===== config.mk =====
export PLATFORM = sky130hd
export DESIGN_NAME = rtsp_request_header_scanner_top
export DESIGN_NICKNAME = d
export VERILOG_FILES = /design/src/rtl/rtsp_rhs_pkg.sv /design/src/rtl/rtsp_request_header_scanner_top.sv /design/src/rtl/rtsp_rhs_line_parse.sv /design/src/rtl/rtsp_rhs_end_detect.sv
export SDC_FILE = /design/constraint.sdc
export NUM_CORES = 1
export LEC_CHECK = 0
export BUFFER_PORTS_ARGS = -buffer_cell sky130_fd_sc_hd__buf_2
export CAP_MARGIN = 5
export CORE_ASPECT_RATIO = 1.2
export CORE_UTILIZATION = 50
export CTS_CLUSTER_SIZE = 14
export DETAILED_ROUTE_END_ITERATION = 8
export PLACE_DENSITY = 0.72
export SYNTH_ARGS = -nofsm -noshare
export SYNTH_HDL_FRONTEND = slang
export SYNTH_SLANG_ARGS = --single-unit

===== constraint.sdc =====
create_clock -name clk -period 4.23 [get_ports clk]
set_clock_uncertainty 0.15 [all_clocks]
set_input_delay 0.846 -clock clk [delete_from_list [all_inputs] [get_ports clk]]
set_output_delay 0.846 -clock clk [all_outputs]
set_load 0.01 [all_outputs]

===== src/rtl/rtsp_rhs_pkg.sv =====
`timescale 1ns / 1ps
// ----------------------------------------------------------------------------
// RTSP request header scanner package
// Shared codes, the per-request parse state and the method and protocol text.
// ----------------------------------------------------------------------------
package rtsp_rhs_pkg;

	localparam int NUM_METHODS = 10;

	typedef enum logic [1:0] {
		CMD_DATA  = 2'd0,
		CMD_WAIT  = 2'd1,
		CMD_CLOSE = 2'd2,
		CMD_ABORT = 2'd3
	} cmd_t;

	typedef enum logic [2:0] {
		ST_BUSY    = 3'd0,
		ST_DONE    = 3'd1,
		ST_BLANK   = 3'd2,
		ST_CLOSED  = 3'd3,
		ST_TIMEOUT = 3'd4,
		ST_ABORTED = 3'd5
	} status_t;

	typedef enum logic [2:0] {
		END_NONE     = 3'd0,
		END_CRLFCRLF = 3'd1,
		END_LFCRLFCR = 3'd2,
		END_CRCR     = 3'd3,
		END_LFLF     = 3'd4
	} end_kind_t;

	localparam logic [1:0] TOK_METHOD = 2'd0;
	localparam logic [1:0] TOK_URL    = 2'd1;
	localparam logic [1:0] TOK_PROTO  = 2'd2;
	localparam logic [1:0] TOK_PAST   = 2'd3;

	localparam logic [7:0] CH_CR = 8'h0D;
	localparam logic [7:0] CH_LF = 8'h0A;
	localparam logic [7:0] CH_SP = 8'h20;

	localparam logic [3:0] PROTO_LEN = 4'd8;
	localparam logic [3:0] POS_MAX   = 4'd15;
	localparam logic [63:0] PROTO_TEXT = "RTSP/1.0";

	localparam logic [103:0] METHOD_TEXT [NUM_METHODS] = '{
		104'("DESCRIBE"), 104'({"GET_", "PARAMETER"}), 104'("OPTIONS"), 104'("PAUSE"),
		104'("PLAY"), 104'("PING"), 104'("REDIRECT"), 104'("SETUP"),
		104'({"SET_", "PARAMETER"}), 104'("TEARDOWN")
	};
	localparam logic [3:0] METHOD_LEN [NUM_METHODS] = '{
		4'd8, 4'd13, 4'd7, 4'd5, 4'd4, 4'd4, 4'd8, 4'd5, 4'd13, 4'd8
	};

	typedef struct packed {
		logic                   in_first_line;
		logic [1:0]             token_index;
		logic [3:0]             token_position;
		logic [NUM_METHODS-1:0] method_candidates;
		logic [3:0]             method_found;
		logic                   protocol_match;
	} line_state_t;

	localparam line_state_t LINE_RESET = '{
		in_first_line:     1'b1,
		token_index:       TOK_METHOD,
		token_position:    4'd0,
		method_candidates: '1,
		method_found:      4'd0,
		protocol_match:    1'b0
	};

	function automatic logic is_eol(input logic [7:0] b);
		return (b == CH_CR) || (b == CH_LF);
	endfunction

	// Character at a position of a method name; valid only below its length.
	function automatic logic [7:0] method_char(input logic [3:0] idx,
			input logic [3:0] pos);
		logic [3:0] back;
		logic [6:0] bit_lo;
		back   = METHOD_LEN[idx] - 4'd1 - pos;
		bit_lo = {back, 3'b000};
		return METHOD_TEXT[idx][bit_lo +: 8];
	endfunction

	function automatic logic [7:0] proto_char(input logic [2:0] pos);
		logic [5:0] bit_lo;
		bit_lo = {~pos, 3'b000};
		return PROTO_TEXT[bit_lo +: 8];
	endfunction

endpackage


===== src/rtl/rtsp_request_header_scanner_top.sv =====
`timescale 1ns / 1ps
// ----------------------------------------------------------------------------
// RTSP request header scanner
// Scans a request byte stream for the header end and parses the request line.
//
// Channel   Direction  Accepted when            Carries
// s_*       in         s_tvalid && s_tready     command, data byte
// m_*       out        m_tvalid && m_tready     one result per input item
// cfg_*     in         cfg_valid && cfg_ready   wait limit
//
// Each item is held in the input register and then moves to the result
// register, which offers its result. One item is taken per cycle while
// m_tready does not stall a full result register; the per-byte compare
// logic sets the clock. A stall on m_tready holds the result and stops
// the input register only when that register is full. Reset clears the
// request state and sets the wait limit to 120. cfg_ready is always high.
// ----------------------------------------------------------------------------
module rtsp_request_header_scanner_top
	import rtsp_rhs_pkg::*;
(
	input  logic        clk,
	input  logic        arst_n,
	input  logic        s_tvalid,
	output logic        s_tready,
	input  logic [7:0]  s_tdata,   // [7:0] data_byte
	input  logic [1:0]  s_tuser,   // [1:0] command
	output logic        m_tvalid,
	input  logic        m_tready,
	output logic [23:0] m_tdata,   // [2:0] end_kind, [6:3] method_code,
	                               // [7] protocol_ok, [23:8] header_length
	output logic [2:0]  m_tuser,   // [2:0] status
	input  logic        cfg_valid,
	output logic        cfg_ready,
	input  logic [7:0]  cfg_data
);

	logic        valid_s1;
	cmd_t        cmd_s1;
	logic [7:0]  byte_s1;
	logic        valid_s2;
	status_t     status_s2;
	end_kind_t   kind_s2;
	logic [3:0]  method_s2;
	logic        proto_s2;
	logic [15:0] length_s2;

	logic [7:0]  max_wait_q;
	logic [31:0] recent_q;
	logic [15:0] count_q;
	logic [7:0]  wait_q;
	line_state_t line_q;

	logic        advance;
	logic        fire;
	logic [31:0] recent_shift;
	logic [15:0] count_inc;
	logic [8:0]  wait_inc;
	line_state_t line_parsed;
	logic        blank;
	end_kind_t   end_kind;

	status_t     status_nx;
	end_kind_t   kind_nx;
	logic [3:0]  method_nx;
	logic        proto_nx;
	logic [15:0] length_nx;
	logic [31:0] recent_nx;
	logic [15:0] count_nx;
	logic [7:0]  wait_nx;
	line_state_t line_nx;

	assign advance   = !valid_s2 || m_tready;
	assign s_tready  = !valid_s1 || advance;
	assign fire      = valid_s1 && advance;
	assign cfg_ready = 1'b1;

	assign recent_shift = {recent_q[23:0], byte_s1};
	assign count_inc    = (count_q != 16'hFFFF) ? count_q + 16'd1 : count_q;
	assign wait_inc     = {1'b0, wait_q} + 9'd1;

	rtsp_rhs_line_parse u_line (
		.cur       (line_q),
		.data_byte (byte_s1),
		.nxt       (line_parsed)
	);

	rtsp_rhs_end_detect u_end (
		.recent (recent_shift),
		.count  (count_inc),
		.blank  (blank),
		.kind   (end_kind)
	);

	always_comb begin
		status_nx = ST_BUSY;
		kind_nx   = END_NONE;
		method_nx = 4'd0;
		proto_nx  = 1'b0;
		length_nx = count_q;
		recent_nx = recent_q;
		count_nx  = count_q;
		wait_nx   = wait_q;
		line_nx   = line_q;
		case (cmd_s1)
			CMD_DATA: begin
				recent_nx = recent_shift;
				count_nx  = count_inc;
				length_nx = count_inc;
				wait_nx   = 8'd0;
				line_nx   = line_parsed;
				if (is_eol(byte_s1)) begin
					if (blank) begin
						status_nx = ST_BLANK;
					end else if (end_kind != END_NONE) begin
						status_nx = ST_DONE;
						kind_nx   = end_kind;
						method_nx = line_parsed.method_found;
						proto_nx  = line_parsed.protocol_match;
					end
				end
			end
			CMD_WAIT: begin
				if (wait_inc > {1'b0, max_wait_q}) begin
					status_nx = ST_TIMEOUT;
				end else begin
					wait_nx = wait_inc[7:0];
				end
			end
			CMD_CLOSE: begin
				status_nx = ST_CLOSED;
			end
			default: begin
				status_nx = ST_ABORTED;
			end
		endcase
		if (status_nx != ST_BUSY) begin
			recent_nx = 32'd0;
			count_nx  = 16'd0;
			wait_nx   = 8'd0;
			line_nx   = LINE_RESET;
		end
	end

	always_ff @(posedge clk or negedge arst_n) begin
		if (!arst_n) begin
			valid_s1   <= 1'b0;
			valid_s2   <= 1'b0;
			max_wait_q <= 8'd120;
			recent_q   <= 32'd0;
			count_q    <= 16'd0;
			wait_q     <= 8'd0;
			line_q     <= LINE_RESET;
		end else begin
			if (s_tready) begin
				valid_s1 <= s_tvalid;
			end
			if (advance) begin
				valid_s2 <= valid_s1;
			end
			if (cfg_valid && cfg_ready) begin
				max_wait_q <= cfg_data;
			end
			if (fire) begin
				recent_q <= recent_nx;
				count_q  <= count_nx;
				wait_q   <= wait_nx;
				line_q   <= line_nx;
			end
		end
	end

	always_ff @(posedge clk) begin
		if (s_tvalid && s_tready) begin
			cmd_s1  <= cmd_t'(s_tuser);
			byte_s1 <= s_tdata;
		end
		if (fire) begin
			status_s2 <= status_nx;
			kind_s2   <= kind_nx;
			method_s2 <= method_nx;
			proto_s2  <= proto_nx;
			length_s2 <= length_nx;
		end
	end

	assign m_tvalid = valid_s2;
	assign m_tuser  = status_s2;
	assign m_tdata  = {length_s2, proto_s2, method_s2, kind_s2};

endmodule


===== src/rtl/rtsp_rhs_line_parse.sv =====
`timescale 1ns / 1ps
// ----------------------------------------------------------------------------
// RTSP request line parser
// Advances the first-line token state by one received byte.
// ----------------------------------------------------------------------------
module rtsp_rhs_line_parse
	import rtsp_rhs_pkg::*;
(
	input  line_state_t cur,
	input  logic [7:0]  data_byte,
	output line_state_t nxt
);

	logic [7:0] upper;
	logic [3:0] found;

	assign upper = (data_byte >= 8'h61 && data_byte <= 8'h7A) ? data_byte - 8'h20 : data_byte;

	always_comb begin
		found = 4'd0;
		for (int i = NUM_METHODS - 1; i >= 0; i--) begin
			if (cur.method_candidates[i] && METHOD_LEN[i] == cur.token_position) begin
				found = 4'(i + 1);
			end
		end
	end

	always_comb begin
		nxt = cur;
		if (cur.in_first_line) begin
			if (is_eol(data_byte)) begin
				if (cur.token_index == TOK_METHOD) begin
					nxt.method_found = found;
				end else if (cur.token_index == TOK_PROTO &&
						cur.token_position != PROTO_LEN) begin
					nxt.protocol_match = 1'b0;
				end
				nxt.in_first_line = 1'b0;
			end else if (data_byte == CH_SP) begin
				case (cur.token_index)
					TOK_METHOD: begin
						nxt.method_found = found;
						nxt.token_index  = TOK_URL;
					end
					TOK_URL: begin
						nxt.token_index    = TOK_PROTO;
						nxt.protocol_match = 1'b1;
					end
					TOK_PROTO: begin
						if (cur.token_position != PROTO_LEN) begin
							nxt.protocol_match = 1'b0;
						end
						nxt.token_index = TOK_PAST;
					end
					default: begin
						nxt.token_index = cur.token_index;
					end
				endcase
				nxt.token_position = 4'd0;
			end else begin
				if (cur.token_index == TOK_METHOD) begin
					for (int i = 0; i < NUM_METHODS; i++) begin
						if (cur.token_position >= METHOD_LEN[i] ||
								method_char(4'(i), cur.token_position) != upper) begin
							nxt.method_candidates[i] = 1'b0;
						end
					end
				end else if (cur.token_index == TOK_PROTO) begin
					if (cur.token_position >= PROTO_LEN ||
							proto_char(cur.token_position[2:0]) != data_byte) begin
						nxt.protocol_match = 1'b0;
					end
				end
				if (cur.token_position != POS_MAX) begin
					nxt.token_position = cur.token_position + 4'd1;
				end
			end
		end
	end

endmodule


===== src/rtl/rtsp_rhs_end_detect.sv =====
`timescale 1ns / 1ps
// ----------------------------------------------------------------------------
// RTSP header end detector
// Classifies the byte history after a line break as blank, terminator or none.
// ----------------------------------------------------------------------------
module rtsp_rhs_end_detect
	import rtsp_rhs_pkg::*;
(
	input  logic [31:0] recent,
	input  logic [15:0] count,
	output logic        blank,
	output end_kind_t   kind
);

	always_comb begin
		blank = 1'b0;
		kind  = END_NONE;
		if (count <= 16'd1) begin
			blank = 1'b1;
		end else if (count == 16'd2 || count == 16'd3) begin
			blank = is_eol(recent[15:8]) && is_eol(recent[7:0]);
		end else if (recent == {CH_CR, CH_LF, CH_CR, CH_LF}) begin
			kind = END_CRLFCRLF;
		end else if (recent == {CH_LF, CH_CR, CH_LF, CH_CR}) begin
			kind = END_LFCRLFCR;
		end else if (recent[15:0] == {CH_CR, CH_CR}) begin
			kind = END_CRCR;
		end else if (recent[15:0] == {CH_LF, CH_LF}) begin
			kind = END_LFLF;
		end
	end

endmodule


Yosys cells after proc, flatten, opt, wreduce, memory -nomap -nowiden
Cells that the tools add are included.

Register bits after elaboration: 117. Bits in latches: 0. Bits in writable memories: 0. ROM bits: 0. Input bits: 23. Output and inout port bits: 30. Word-level logic and storage cells: 231. Memories: 0.

Add/subtract/negate cells: 9. Multipliers: 0. Div/mod/pow operators: 0. $lt $le $gt $ge: 9. Equal/unequal tests: 37. Shift-type cells: 11. Multiplexer cells: 64. Bitwise operators: 4. Reductions and logical operators: 69.

Operators with widths (count): $shiftx 104x8->8 const A (10); $ne 8x8->1 (11); $reduce_and 7->1 (10); $mux 22 (3); $eq 32x28->1 const B (2); $mux 16 (4); $shiftx 64x7->8 const A (1); $mux 4 (14); $mux 24 (2); $eq 16x12->1 const B (2); $eq 16x2->1 const B (2); $eq 8x4->1 const B (4); $reduce_bool 2->1 (14); $mux 8 (3); $mux 1 (21); $mux 3 (7); $mux 10 (2); $add 16x1->16 const B (1); $le 16x1->1 const B (1); $logic_or 1x1->1 (16); $ne 16x16->1 const B (1); $pmux 8 s2 (1); $logic_and 1x1->1 (15); $eq 3x4->1 const A (3); other kinds (35) (53).

Longest topological paths before layout
Gate-level depths: netlist of run 1.

Depth in word-level cells: 18. Gate-level depth with buffers: 14. Mapped depth without buffers: 12.

Cells and area by module
From an unflattened synthesis of run 1, not the netlist that was laid out.

Cells, all modules: 834. Area total of the unflattened synthesis: 7855.0 um^2.

By module, submodules not included: rtsp_request_header_scanner_top (times used 1, cells an instance 458, area each 5367.6 um^2, seq. area each 3131.8 um^2); rtsp_rhs_line_parse (times used 1, cells an instance 347, area each 2260.9 um^2, seq. area each 0.0 um^2); rtsp_rhs_end_detect (times used 1, cells an instance 29, area each 226.5 um^2, seq. area each 0.0 um^2).

Worst setup path before layout of run 1
Ideal clock, no wire load.

Path type: register to register. Start: register line_q[16] (netlist bit). End: register line_q[6] (netlist bit). Setup time: 0.075 ns. Arrival time: 3.030 ns. Required time: 4.005 ns. Setup slack: 0.975 ns. Stages on the path, launching flop included: 14. Path buffers: 2. Clock period less this slack: 3.255 ns. Path through: dfrtp_1 clkbuf_1 clkinv_1 ha_1 inv_1 ha_1 clkbuf_1 inv_1 nand2_1 a311oi_1 xor2_1 nor4b_1 o21ai_0 o211ai_2.

Cells in the longest elaborated chain, start to end: 6. Elaborated cells on any way between the ends: 7. Classes of those cells: add/sub (1); order compare (1); eq/ne (1); shift (1); reduce/logical (3).

Ends and longest elaborated chain: start: declaration (line rtsp_request_header_scanner_top.sv:51) `line_state_t line_q;`; start signal: assignment (line rtsp_request_header_scanner_top.sv:167) `line_q <= line_nx;`; $sub 4x4->4 (line rtsp_rhs_pkg.sv:83) `back = METHOD_LEN[idx] - 4'd1 - pos;`; $shiftx 104x8->8 (line rtsp_rhs_pkg.sv:85) `return METHOD_TEXT[idx][bit_lo +: 8];`; $ne 8x8->1 (line rtsp_rhs_line_parse.sv:64) `method_char(4'(i), cur.token_position) != upper) begin`; $logic_or 1x1->1 (*) (line rtsp_rhs_line_parse.sv:63) `if (cur.token_position >= METHOD_LEN[i] ||`; $reduce_bool 2->1 (no source line) (*); $reduce_and 7->1 (no source line) (*).

Mark *: on every way between the ends. The rest lies on a longest branch, timed or not. A chain may end at the register's enable or synchronous reset.

Final worst setup path of run 1
Start: register count_q[0]. End: register count_q[1].

Cells in the longest elaborated chain, start to end: 13. Elaborated cells on any way between the ends: 19. Classes of those cells: add/sub (1); order compare (1); eq/ne (3); mux (11); reduce/logical (3).

Ends and longest elaborated chain: start: declaration (line rtsp_request_header_scanner_top.sv:49) `logic [15:0] count_q;`; start signal: assignment (line rtsp_request_header_scanner_top.sv:165) `count_q <= count_nx;`; $add 16x1->16 or $ne 16x16->1 (tied branches) (line rtsp_request_header_scanner_top.sv:78) `assign count_inc = (count_q != 16'hFFFF) ? count_q + 16'd1 : count_q;`; $mux 16 (*) (line rtsp_request_header_scanner_top.sv:78); branches (longest 10 deep; another with $le 16x1->1); $mux 16 (*) (line rtsp_request_header_scanner_top.sv:136) `if (status_nx != ST_BUSY) begin`.

Mark *: on every way between the ends.

==> implementation parameters, run 1 <==
Parameter                              Value

Final layout
  Fillcell total    1323
  Share of layout cells above drive strength 1    0.141
  Number of antenna repair diodes    0
  Fin util    0.582
  Signed area change from the synthesized netlist to the final layout    13.0%
  Post-layout nets    986

Power
  Sequential share of power    0.385
  Pwr Total    3.53 mW
  Switching power of the nets    1.08 mW
  Relative contribution of the clock network to total power    0.374
  Comb power frac    0.241
  Net switching share of the total power    0.305
  PD cells    404 mW/mm2
  Power Internal    2.45 mW
  Max IR drop VDD    0.246 mV
  Leak Pwr    3.57 nW

Detailed routing
  Starting DRT DRC Count    467
  Antenna Nets Post-Route    0
  Final routed DRC violation total    0
  Wire length per cell after detailed routing    15.8 um
  Via total after detailed routing    6630
  Vias per inst    5.79
  TritonRoute pass-1 iters    5
  Total wire length    18.1 mm

Synthesis
  Mean post-synth cell area    8.66 um2
  Fraction of synthesized cell area taken by the top area cell type    0.210
  Largest area contributor in the synthesized netlist    sky130_fd_sc_hd__dfrtp_1
  Yosys warning count    0
  Leading post-synthesis cells by cell area    sky130_fd_sc_hd__dfrtp_1 21%, sky130_fd_sc_hd__edfxtp_1 14%, sky130_fd_sc_hd__nand2_1 7.8%
  Async set or reset register ratio after synthesis    0.684
  Number of instances in the synthesized netlist    893
  Flip-flop and latch count after synthesis    117
  Syn nets    951
  Library cells used by synthesis    81
  Number of synthesized flops with an enable pin    37
  Share of the yosys chip area belonging to registers    0.405
  Area of the mapped netlist    0.00773 mm2
  Top post-synthesis cells by count    160 x sky130_fd_sc_hd__nand2_1, 65 x sky130_fd_sc_hd__dfrtp_1, 53 x sky130_fd_sc_hd__o21ai_0
  Cell with the most instances after synthesis    sky130_fd_sc_hd__nand2_1
  Most used flip-flop cell after synthesis    sky130_fd_sc_hd__dfrtp_1

Timing
  Minimum period implied by the final worst setup slack    3920 ps
  Transition time at the pin with the least slew margin    1010 ps
  Final Hold Violating Endpoints    0
  Setup Viol. Count Final    0
  Part of the cycle the worst path needs    0.927
  Crit path setup slack, layout    309 ps
  Setup repair after global routing missed its margin    false
  Max transition margin    0.328
  Final slew viol count    0
  TNS Setup    0 ps
  Maximum clock frequency    255 MHz

Critical path
  Setup crit end    count_q[1]
  Worst path depth    9
  Endpoint of the worst-slack reg-to-reg timing path    count_q[1]
  Worst Setup Start Kind    flop
  Timing startpoint of the critical path    count_q[0]
  Critical path, cell by cell    ha_1 > nand3_1 > or4_1 > a311o_1 > a221o_1 > a2111oi_2 > a211oi_4 > nand2_4 > o22ai_1
  Worst-path fanout max    46
  FF-to-FF Start    count_q[0]
  Length in cells of the worst reg-to-reg path    9
  Endpoint arrival time on the critical path    4030 ps
  Type of destination of the critical path    flop
  Critical Path RT    4340 ps
  Kind of cell adding the most delay to the critical path    compound AO/OA/AOI/OAI gates
  Slowest stage delay, CP    610 ps
  Worst Path Buf+Inv    0
  Critical path type    reg -> reg
  Standard cell with the maximum stage delay on the critical path    sky130_fd_sc_hd__or4_1
  Slack of the worst reg-to-reg path    310 ps

Clock network
  TritonCTS clock tree    built
  H-tree depth    4
  Worst skew pair latency    420 ps
  Total number of clock tree sinks    117
  # Post-CTS Setup Buffers    0
  Post-cts repair resize count    0
  Hold buffer count at cts    0
  Number of clock buffers inserted by TritonCTS    17
  Maximum clock path buffer count    2
  Root buf cell    sky130_fd_sc_hd__clkbuf_16
  CTS clock-pin slew for the worst setup and hold paths    50 ps

Global routing
  Pin count of the biggest net entering global routing    81
  Number of antenna violations at the first check in global routing    0
  Global route overflow    0
  Overall routing resource usage    0.241
  Number of global-route vias before repair    6308
  Global-route wire length before repair    30.4 mm

Floorplan
  Boundary pin count    53
  Die W    116 um
  Core Footprint    0.0150 mm2
  Starting Density    0.515
  Vertical die dimension    138 um
  Number of placement rows    49
  DIE AREA    0.0160 mm2

Placement
  Worst slack at placement    163 ps
  Gpl congestion    0.884
  Input/output buffers    51
  DP Wirelength    12.4 mm

Flow run
  Max-cap violations    0

Hold path
  Worst hold path class    reg -> reg
  Launch point of the worst hold path    line_q[12]

Status
  Result of the run    complete, no violations
==> cell families after synthesis <==
group,Yosys count,synth area share
AND/OR/NAND/NOR,373,0.238
AO/OA/AOI/OAI,211,0.174
flip-flops,117,0.405
buffers and inverters,88,0.0468
XOR/XNOR,57,0.0646
adder cells (fa/ha/maj),35,0.0566
multiplexers,11,0.0146
other,1,0.000485
==> state kept, by name, indices dropped and copies added, names as in the netlist <==
name,cells
m_tvalid,1
method_s2,4
kind_s2,3
valid_s1,1
line_q,22
byte_s1,8
length_s2,16
wait_q,8
cmd_s1,2
proto_s2,1
count_q,16
recent_q,24
max_wait_q,8
m_tuser,3
==> worst min-delay path by stage <==
stage / cells past startpoint / slack [ps] / endpoint
floorplan: 2 / 300 / line_q[1]
global placement: 2 / 310 / line_q[1]
detailed placement: 2 / 320 / line_q[12]
CTS: 2 / 330 / line_q[12]
global route: 2 / 360 / line_q[12]
finish: 2 / 330 / line_q[12]
==> metrics by stage <==
step	instance area (um2)	hold slack (ps)	cells
floorplan	7730	299	893
global placement	8180	312	1113
detailed placement	8180	320	1113
CTS	8730	328	1145
global route	8740	357	1145
finish	8740	325	1145
==> routing by layer <==
layer | up-vias | global-route usage | part of all wire | wire length (um)
met3 | 35 | 0.0539 | 0.046 | 829
met5 | - | 0 | 0 | 0
li1 | 3269 | - | - | -
met1 | 3136 | 0.310 | 0.44 | 8000
met4 | 0 | 0.100 | 0.025 | 456
met2 | 190 | 0.387 | 0.49 | 8780
==> layout by cell type (no fill, tap or decap), types with 23 or more instances in the layout <==
cell type,instances
sky130_fd_sc_hd__dfrtp_1,65
sky130_fd_sc_hd__xnor2_1,36
sky130_fd_sc_hd__nor2_1,49
sky130_fd_sc_hd__nand2_1,160
sky130_fd_sc_hd__o21ai_0,52
sky130_fd_sc_hd__buf_4,23
sky130_fd_sc_hd__a21oi_1,33
sky130_fd_sc_hd__nand3_1,32
sky130_fd_sc_hd__edfxtp_1,37
sky130_fd_sc_hd__inv_1,28
sky130_fd_sc_hd__o21ai_1,32
sky130_fd_sc_hd__buf_2,50
sky130_fd_sc_hd__ha_1,35
==> power groups by stage <==
| stage | combinational (mW) | sequential, mW | clock (mW) |
|---|---|---|---|
| 2_1_floorplan | 0.635 | 1.37 | 0 |
| 3_3_place_gp | 0.834 | 1.38 | 0 |
| 3_5_place_dp | 0.844 | 1.38 | 0 |
| 4_1_cts | 0.847 | 1.36 | 1.34 |
| 5_1_grt | 0.943 | 1.38 | 1.40 |
| 6_report | 0.850 | 1.36 | 1.32 |
==> worst register-to-register path, delay by kind of cell, from the launching register on <==
family          cells  cell delay, ps
simple gates        3            1360
fa+ha+maj           1             270
compound gates      5            1500
flops               1             480
==> area by class of cell <==
class | instances | area [um2] | area share
Inverter | 31 | 116 | 0.0133
Timing Repair Buffer | 73 | 423 | 0.0484
Tap cell | 204 | 255 | 0.0292
Clock buffer | 24 | 504 | 0.0577
Clock inverter | 8 | 46.3 | 0.00530
Multi-Input combinational cell | 688 | 4260 | 0.488
Sequential cell | 117 | 3130 | 0.358
Power figures use the tool's default switching activity.
==> run 2: changes to the inputs <==
- ABC_AREA: default -> 1
==> run 2 against run 1 <==
Combinational power up 7.9%; sequential power up 4%; setup slack better by 310 ps; sequential share of layout area down 0.89 points; highest routed layer unchanged; die area up 1.2%; wire length up 9.2%; clock power up 17%; synthesized cell count up 17%.
==> implementation parameters, run 2 <==
Parameter                              Value

Critical path
  Endpoint arrival time on the critical path    3790 ps (-240 ps)
  Critical path type    reg -> reg
  Slack of the worst reg-to-reg path    620 ps (+310 ps)
  Worst-path fanout max    32 (-30%)
  Length in cells of the worst reg-to-reg path    19 (+10)
  Critical Path RT    4410 ps (+70 ps)
  Cell seen most often among critical-path stages    sky130_fd_sc_hd__o21ai_0
  Type of destination of the critical path    flop
  Worst Setup Start Kind    flop
  Critical path, cell by cell    ha_1 > nand2_1 > o21ai_0 > o21ai_0 > inv_1 > ha_1 > a21oi_1 > o21a_1 > o21ai_0 > o21ai_0 > inv_1 > o32ai_1 > nand2_1 > nand2_1 > nand2_2 > nor2_8 > buf_4 > nand2_1 > o21ai_0
  Endpoint of the worst-slack reg-to-reg timing path    recent_q[15]
  FF-to-FF Start    wait_q[0]
  Standard cell with the maximum stage delay on the critical path    sky130_fd_sc_hd__dfrtp_1
  Slowest stage delay, CP    430 ps (-180 ps)

Final layout
  Signed area change from the synthesized netlist to the final layout    14.5%
  Fin util    0.592 (+0.0100)
  Largest reg by FF count    recent_q
  Share of layout cells above drive strength 1    0.131 (-0.0104)
  Registers with the most flip-flops    recent_q: 24 flops, line_q: 22 flops
  Most frequent cells in the layout    252 x sky130_fd_sc_hd__nand2_1, 122 x sky130_fd_sc_hd__inv_1, 102 x sky130_fd_sc_hd__nand3_1
  Number of antenna repair diodes    0 (unchanged)
  Cell area after layout    0.00896 mm2 (+2.5%)
  Post-layout nets    1152 (+17%)
  Number of standard cells in the final layout excluding fillers    1311 (+14%)
  Max FFs per register    24 (unchanged)
  Most common cell after layout, fill and taps aside    sky130_fd_sc_hd__nand2_1

Timing
  Final Hold Violating Endpoints    0 (unchanged)
  Minimum period implied by the final worst setup slack    3610 ps (-314 ps)
  Final slew viol count    0 (unchanged)
  TNS Setup    0 ps (unchanged)
  Maximum clock frequency    277 MHz (+8.7%)
  Transition time at the pin with the least slew margin    1040 ps (+34.3 ps)
  Setup Viol. Count Final    0 (unchanged)
  Setup repair after global routing missed its margin    false
  Part of the cycle the worst path needs    0.853 (-0.0743)
  Max transition margin    0.305 (-0.0228)

Floorplan
  Die W    116 um (+0.60%)
  Vertical die dimension    139 um (+0.60%)
  Core Footprint    0.0151 mm2 (+0.82%)
  Number of placement rows    49 (unchanged)
  Starting Density    0.517 (+0.00203)
  Boundary pin count    53 (unchanged)
  DIE AREA    0.0162 mm2 (+1.2%)

Clock network
  Worst skew pair latency    420 ps (about the same)
  H-tree depth    4 (unchanged)
  Number of clock buffers inserted by TritonCTS    17 (unchanged)
  Hold buffer count at cts    0 (unchanged)
  Total number of clock tree sinks    117 (unchanged)
  Root buf cell    sky130_fd_sc_hd__clkbuf_16
  Post-cts repair resize count    0 (unchanged)
  # Post-CTS Setup Buffers    0 (unchanged)
  Maximum clock path buffer count    2 (unchanged)
  CTS clock-pin slew for the worst setup and hold paths    50 ps (about the same)
  TritonCTS clock tree    built

Hold path
  Endpoint of the worst hold-timing path    line_q[11]
  Launch point of the worst hold path    line_q[11]
  Worst hold path class    reg -> reg
  Hold Crit Depth    2 (unchanged)

Placement
  DP Wirelength    14.4 mm (+16%)
  Input/output buffers    51 (unchanged)
  Gpl congestion    1.03 (+16%)
  Cells after DPL    1279 (+15%)
  Post-detailed-placement cell area    0.00831 mm2 (+1.7%)

Global routing
  Global-route wire length before repair    32.6 mm (+7.1%)
  Pin count of the biggest net entering global routing    81 (unchanged)
  Number of global-route vias before repair    6908 (+9.5%)
  Overall routing resource usage    0.259 (+0.0183)
  Global route overflow    0 (unchanged)
  Number of antenna violations at the first check in global routing    0 (unchanged)

Power
  Pwr Total    3.87 mW (+9.4%)
  Leak Pwr    4.15 nW (+16%)
  Max IR drop VDD    0.286 mV (+16%)
  PD cells    432 mW/mm2 (+6.7%)

Synthesis
  Leading post-synthesis cells by cell area    sky130_fd_sc_hd__dfrtp_1 21%, sky130_fd_sc_hd__edfxtp_1 14%, sky130_fd_sc_hd__nand2_1 12%
  Top post-synthesis cells by count    252 x sky130_fd_sc_hd__nand2_1, 122 x sky130_fd_sc_hd__inv_1, 102 x sky130_fd_sc_hd__nand3_1
  Most used flip-flop cell after synthesis    sky130_fd_sc_hd__dfrtp_1
  Cell with the most instances after synthesis    sky130_fd_sc_hd__nand2_1
  Yosys warning count    0 (unchanged)
  Area of the mapped netlist    0.00783 mm2 (+1.2%)
  Largest area contributor in the synthesized netlist    sky130_fd_sc_hd__dfrtp_1
  Number of synthesized flops with an enable pin    37 (unchanged)
  Flip-flop and latch count after synthesis    117 (unchanged)
  Async set or reset register ratio after synthesis    0.684 (unchanged)
  Syn nets    1100 (+16%)
  Share of the yosys chip area belonging to registers    0.400 (-0.00485)
  Library cells used by synthesis    53 (-35%)
  Mean post-synth cell area    7.51 um2 (-13%)
  Number of instances in the synthesized netlist    1042 (+17%)
  Fraction of synthesized cell area taken by the top area cell type    0.208 (-0.00252)

Detailed routing
  Total wire length    19.7 mm (+9.2%)
  Wire length per cell after detailed routing    15.1 um (-4.6%)
  Antenna Nets Post-Route    0 (unchanged)
  Final routed DRC violation total    0 (unchanged)
  Vias per inst    5.52 (-4.7%)
  Starting DRT DRC Count    548 (+17%)
  Via total after detailed routing    7232 (+9.1%)
  TritonRoute pass-1 iters    5 (unchanged)

Status
  Result of the run    complete, no violations

Flow run
  Max-cap violations    0 (unchanged)
[run 2: cell count changes after synthesis, sizes merged, moves of 8 or more]
cell and delta:
xnor2 -32, and3 -16, mux2i -9, nand2b -10, clkbuf -23, nand2 +95
o21ai +36, a31oi -8, nor4 -9, nand3 +75, a21oi -13, nor2 +54
o31ai -11, inv +96
[run 2: final cells by class]
class	instances	area [um2]
Sequential cell	117	3130
Inverter	125	469
Timing Repair Buffer	71	433
Fill cell	1403	6180
Multi-Input combinational cell	762	4020
Tap cell	204	255
Clock inverter	6	82.6
Clock buffer	26	563
[run 2: critical path: cells and delay by family (launching register included)]
kind / cells / cell delay, ps
AO/OA/AOI/OAI: 8 / 1030
buffers and inverters: 3 / 560
adder cells (fa/ha/maj): 2 / 460
AND/OR/NAND/NOR: 6 / 840
flip-flops: 1 / 430
[run 2: layer usage]
metal / routed length (um) / GRT usage / part of all wire / vias to the layer above
met4: 762 / 0.141 / 0.039 / 0
met5: 0 / 0 / 0 / -
met2: 9730 / 0.425 / 0.49 / 263
met1: 8230 / 0.316 / 0.42 / 3337
li1: - / - / - / 3568
met3: 1020 / 0.0485 / 0.052 / 64
[run 2: metrics by stage]
step / setup slack (ps) / hold WS [ps]
final: 623 / 308
after global routing: 215 / 335
after CTS: 619 / 312
after detailed placement: 649 / 304
after global placement: 771 / 302
after floorplan: 1250 / 292
[run 2: how the worst max path moves through the flow]
| stage | to | slack [ps] | cells after the start | start |
|---|---|---|---|---|
| final | recent_q[15] | 620 | 19 | wait_q[0] |
| after global routing | recent_q[15] | 220 | 19 | wait_q[0] |
| after CTS | recent_q[15] | 620 | 19 | wait_q[0] |
| after floorplan | line_q[13] | 1250 | 18 | line_q[15] |
| after detailed placement | recent_q[15] | 650 | 19 | wait_q[0] |
| after global placement | recent_q[15] | 770 | 19 | wait_q[0] |
[run 2: report_power, final]
group          switching [mW]  total (mW)  internal [mW]
registers              0.0792        1.41           1.33
clock network           0.508        1.54           1.03
logic                   0.616       0.917          0.301
[run 2: cell families after synthesis]
group	Yosys count	synth area share
AO/OA/AOI/OAI	178	0.129
XOR/XNOR	29	0.0324
adder cells (fa/ha/maj)	35	0.0559
buffers and inverters	163	0.0858
flip-flops	117	0.400
multiplexers	1	0.00144
other	1	0.000479
AND/OR/NAND/NOR	518	0.295
